==> src/hdl/bc_pkg.sv <==
// Shared widths, constants and the division cell record for the barycentric weight block.
package bc_pkg;

	localparam int COORD_W  = 24;
	localparam int FRAC_W   = 28;
	localparam int WEIGHT_W = 32;
	localparam int THRESH_W = 63;

	localparam int DIFF_W  = COORD_W + 1;
	localparam int PROD1_W = 2 * DIFF_W;
	localparam int DOT_W   = 2 * COORD_W + 4;
	localparam int HALF_W  = DOT_W / 2;
	localparam int PROD_W  = 2 * DOT_W;
	localparam int NUM_W   = PROD_W + 1;
	localparam int DEN_W   = PROD_W;
	localparam int MAG_W   = PROD_W;
	localparam int SH_W    = WEIGHT_W - FRAC_W;
	localparam int LANES   = 3;
	localparam int DIV_STEPS = WEIGHT_W;

	localparam logic [THRESH_W-1:0] THRESH_RESET = THRESH_W'(64'd184467441);

	localparam logic [WEIGHT_W-1:0] W_033 =
		WEIGHT_W'(((64'd33 << FRAC_W) + 64'd50) / 64'd100);
	localparam logic [WEIGHT_W-1:0] W_034 =
		WEIGHT_W'(((64'd34 << FRAC_W) + 64'd50) / 64'd100);
	localparam logic [WEIGHT_W-1:0] W_POS_MAX = {1'b0, {(WEIGHT_W-1){1'b1}}};
	localparam logic [WEIGHT_W-1:0] W_NEG_MAX = {1'b1, {(WEIGHT_W-1){1'b0}}};

	typedef struct packed {
		logic                              vld;
		logic                              degen;
		logic [DEN_W-1:0]                  den;
		logic [LANES-1:0]                  neg;
		logic [LANES-1:0]                  ovf;
		logic [LANES-1:0][DEN_W-1:0]       rem;
		logic [LANES-1:0][WEIGHT_W-1:0]    w;
	} div_stage_t;

endpackage

==> src/hdl/bc_div_cell.sv <==
// One restoring division step for all three weight lanes, passed on to the next cell.
module bc_div_cell (
	input  logic                clk,
	input  logic                arst_n,
	input  logic                en,
	input  bc_pkg::div_stage_t  d,
	output bc_pkg::div_stage_t  q
);
	localparam int DW = bc_pkg::DEN_W;

	bc_pkg::div_stage_t nxt;
	logic [DW:0]   rem2;
	logic [DW+1:0] diff;
	logic          ge;

	always_comb begin
		nxt = d;
		rem2 = '0;
		diff = '0;
		ge = 1'b0;
		for (int l = 0; l < bc_pkg::LANES; l++) begin
			rem2 = {d.rem[l], d.w[l][bc_pkg::WEIGHT_W-1]};
			diff = {1'b0, rem2} - {2'b00, d.den};
			ge = !diff[DW+1];
			nxt.rem[l] = ge ? diff[DW-1:0] : rem2[DW-1:0];
			nxt.w[l] = {d.w[l][bc_pkg::WEIGHT_W-2:0], ge};
		end
	end

	always_ff @(posedge clk or negedge arst_n) begin
		if (!arst_n) begin
			q <= '0;
		end else if (en) begin
			q <= nxt;
		end
	end
endmodule

==> config.mk <==
export PLATFORM = sky130hd
export DESIGN_NAME = bc_div_cell
export DESIGN_NICKNAME = d
export VERILOG_FILES = /design/src/hdl/bc_pkg.sv /design/src/hdl/bc_div_cell.sv
export SDC_FILE = /design/constraint.sdc
export NUM_CORES = 2
export LEC_CHECK = 0
export ABC_AREA = 1
export ABC_CLOCK_PERIOD_IN_PS = 1000
export BUFFER_PORTS_ARGS = -buffer_cell sky130_fd_sc_hd__buf_2
export CAP_MARGIN = 20
export CORE_ASPECT_RATIO = 0.5
export CORE_MARGIN = 1.5
export CORE_UTILIZATION = 35
export CTS_BUF_LIST = sky130_fd_sc_hd__clkbuf_4 sky130_fd_sc_hd__clkbuf_8 sky130_fd_sc_hd__clkbuf_16
export DETAILED_ROUTE_END_ITERATION = 6
export PLACE_DENSITY_LB_ADDON = 0.08
export SYNTH_ARGS = -nofsm -noshare
export SYNTH_HDL_FRONTEND = slang
export SYNTH_SLANG_ARGS = --single-unit
export TNS_END_PERCENT = 5
==> constraint.sdc <==
create_clock -name clk -period 1 [get_ports clk]
set_clock_uncertainty 0.15 [all_clocks]
set_input_delay 0.1 -clock clk [delete_from_list [all_inputs] [get_ports clk]]
set_output_delay 0.1 -clock clk [all_outputs]
set_load 0.01 [all_outputs]
==> summary.txt <==
Outcome
  • Status: finished, violations left
  • Failing checks: design-rule violations, negative hold slack, negative setup slack

Cells and area
  • Area of the multi-input gates: 39900 um2
  • Final net count: 14800
  • Util after Layout: 60.9%
  • Layout cell share with drive strength beyond 1: 32.4%
  • Fin area: 96200 um2
  • Biggest regs: q (520)
  • Sequential Area: 13000 um2
  • Largest Register: q
  • Post-route insts no fill: 16100
  • Layout area overhead: 72.3%
  • Max reg flops: 520
  • Fillcell total: 15600

Floorplanning
  • Rows: 103
  • Die height: 285 um
  • Die ar.: 162000 um2
  • Die Width: 568 um
  • Core area: 158000 um2
  • I/O Pins: 1043
  • Initial core utilization: 35.3%

Placement
  • Dpl hpwl: 284000 um
  • I/O Buffers: 1042
  • Placed inst area: 80700 um2
  • Placer Congestion: 1.07
  • Placed insts: 15200

Worst setup path
  • Critical path depth: 21
  • Crit path top cell by count: nand2_1
  • Crit-path slowest cell: a21oi_2
  • Crit path cell chain: buf_2 > inv_1 > buf_12 > ha_4 > nand2_1 > inv_1 > nand2_1 > inv_2 > nand2_1 > nand3_2 > a21oi_2 > nand2_2 > a21oi_4 > buf_12 > nand2_8 > buf_12 > nand2_8 > buf_12 > nand2_2 > nand2_1 > nand2_1
  • CP endpoint kind: flop
  • Crit path from: d[507]
  • FF-to-FF End: q[151]$_DFFE_PN0P_
  • Flop-to-flop setup slack: 50 ps
  • Reg-to-reg startpoint: q[151]$_DFFE_PN0P_
  • CP startpoint kind: primary input
  • CP Buf/Inv Count: 8
  • Crit path max-delay family: buffers and inverters
  • CP Capture Point: q[198]$_DFFE_PN0P_
  • Path type of the worst setup path: primary input to flop
  • Worst Path Arrival: 2650 ps
  • Max incr delay on CP: 240 ps
  • Req. time, crit path: 1420 ps
  • Worst-case reg-to-reg path depth: 2
  • Worst-path fanout max: 8

Synth
  • Syn avg cell area: 5.47 um2
  • Synth top area share: 32.0%
  • Mapped cell area: 55900 um2
  • Mapped Nets: 11000
  • Sequential area share after synthesis: 23.3%
  • Synth cell types: 36
  • Number of flops mapped to enable cells by yosys: 0
  • Main synth FF type: dfrtp_1
  • Flops & latches, synth: 520
  • Syn Inst Count: 10200
  • Ys Warns: 0
  • Synth area leaders: nand2_1, dfrtp_1, inv_1
  • Synth area leader: nand2_1
  • Async SR Flop Fraction: 100%

Power
  • Leakage component of the power: 55.5 nW
  • VDD IR max: 1.76 mV
  • Pwr dens: 1080 nW/um2

Global routing
  • GRT Total Usage: 41.4%
  • Largest net degree at the start of global routing: 51
  • Antenna violations before repair: 55
  • Vias in the first global route: 75000
  • Wire length of the first global-routing pass: 491000 um
  • Congestion Overflow GR: 0

Worst hold path
  • Hold path start: d[95]
  • Hold crit path type: primary input to flop

STA
  • Tmin final: 2230 ps
  • RSZ-0062 raised after global routing: true
  • Setup TNS: -751860 ps
  • Slew margin rel.: 56.4%
  • Worst setup margin: -1230 ps
  • Endpoints failing hold: 200
  • Crit share post-route: 223%
  • Slew @ Worst Pin: 651 ps
  • Worst hold slack: -448 ps
  • Setup violators final: 1412
  • FMAX: 0.448 GHz
  • Slew Limit Fails: 0

Drt
  • Initial drt markers: 8250
  • Via count: 79700
  • Routed Antenna Nets: 0
  • Mean routed wirelength per cell: 22.1 um
  • # DRC: 15
  • DR pass1 iterations: 7
  • Via-to-Cell Ratio: 4.95
  • Routed WL: 355000 um

Job
  • Max cap viols: 0

Clock network
  • CTS tree: yes
  • Htree depth: 2
  • Clock root cell: clkbuf_16
  • Deepest clock path buffer count: 3
  • Worst-path clk slew: 70 ps
  • Num CTS Buffers: 56
  • Clock Sinks: 520
  • Clk_lat worst skew: 680 ps
final cells by class:
class	count	share of cell area, %
Clock buffer	79	1.72
Multi-Input combinational cell	7461	41.5
Inverter	2031	8.03
Timing Repair Buffer	3843	32.2
Clock inverter	22	0.250
Sequential cell	520	13.5
Antenna cell	24	0.0624
Tap cell	2100	2.73
repair_timing:
action | in CTS | in global routing
buffers inserted | 85 | 42
pin swaps | 73 | 139
hold endpoints to repair | 1038 | 237
endpoints found under the setup margin | 835 | 1434
hold buffers | 536 | 40
resized for setup | 627 | 768
cloned | 9 | 18
how the worst min path moves through the flow:
stage | to | slack, ps | depth (start not counted)
floorplan | q[0]$_DFFE_PN0P_ | -350 | 0
global placement | q[23]$_DFFE_PN0P_ | -260 | 1
detailed placement | q[23]$_DFFE_PN0P_ | -270 | 1
CTS | q[304]$_DFFE_PN0P_ | -480 | 3
global route | q[304]$_DFFE_PN0P_ | -440 | 3
finish | q[304]$_DFFE_PN0P_ | -450 | 3
logic make-up after synthesis:
kind of cell	count (synthesis)	synth area share [%]
fa+ha+maj	315	7.10
xor+xnor	150	2.35
compound gates	494	4.73
simple gates	6499	47.2
flops	520	23.3
buf+inv	2227	15.3
worst reg2reg max path, cell delays in order (launching register included):
cell	delay, ps
dfrtp_1	490
nand2_1	130
o21ai_2	60
per-layer routing:
metal	routed length [um]	global-route usage, %
met3	40400	11.1
met1	146000	54.4
met4	18000	16.9
met5	105	0
met2	151000	64.2
per-stage QoR:
step                setup WS [ps]  power, mW
floorplan                   -1140       46.6
global placement            -2220       72.8
detailed placement          -2270       72.8
CTS                         -1110        100
global route                -1220        109
finish                      -1230        104
power breakdown:
group | internal [mW] | switching, mW | leakage (nW)
clock network | 12.2 | 10.4 | 0.955
registers | 24.1 | 2.37 | 6.27
logic | 23.8 | 31.2 | 48.2
total | 60.2 | 44.0 | 55.5
synth_stat cells (15+ instances only):
cell	instances
nand2_1	4762
inv_1	2015
nor2_1	742
nand3_1	613
dfrtp_1	520
ha_1	312
a21oi_1	230
o21ai_0	201
nand3b_1	177
xnor2_1	135
clkbuf_1	129
nand4_1	71
nor3_1	48
buf_2	44
and2_1	38
o21bai_1	35
a21boi_0	18
buf_6	17
nor2_2	17
xor2_1	15
layout by cell type, fill, tap and decap left out, types with 24 or more instances in the layout:
master,count
dlygate4sd3_1,576
nand2_4,49
nand3_2,110
diode_2,24
nor2_2,171
nand4_1,71
inv_2,69
buf_6,77
nor2_1,514
dfrtp_1,520
buf_2,1030
inv_1,1933
o21ai_1,25
and2_1,34
nand3b_1,177
a21oi_2,25
buf_4,1924
ha_1,141
clkbuf_16,71
o21ai_0,173
ha_4,160
a21oi_1,201
nand3_1,494
buf_12,199
xnor2_1,121
nand2_1,4354
nand2_2,359
nor2_4,74
o21bai_1,32
No activity file was read; power rests on OpenSTA's default activity.
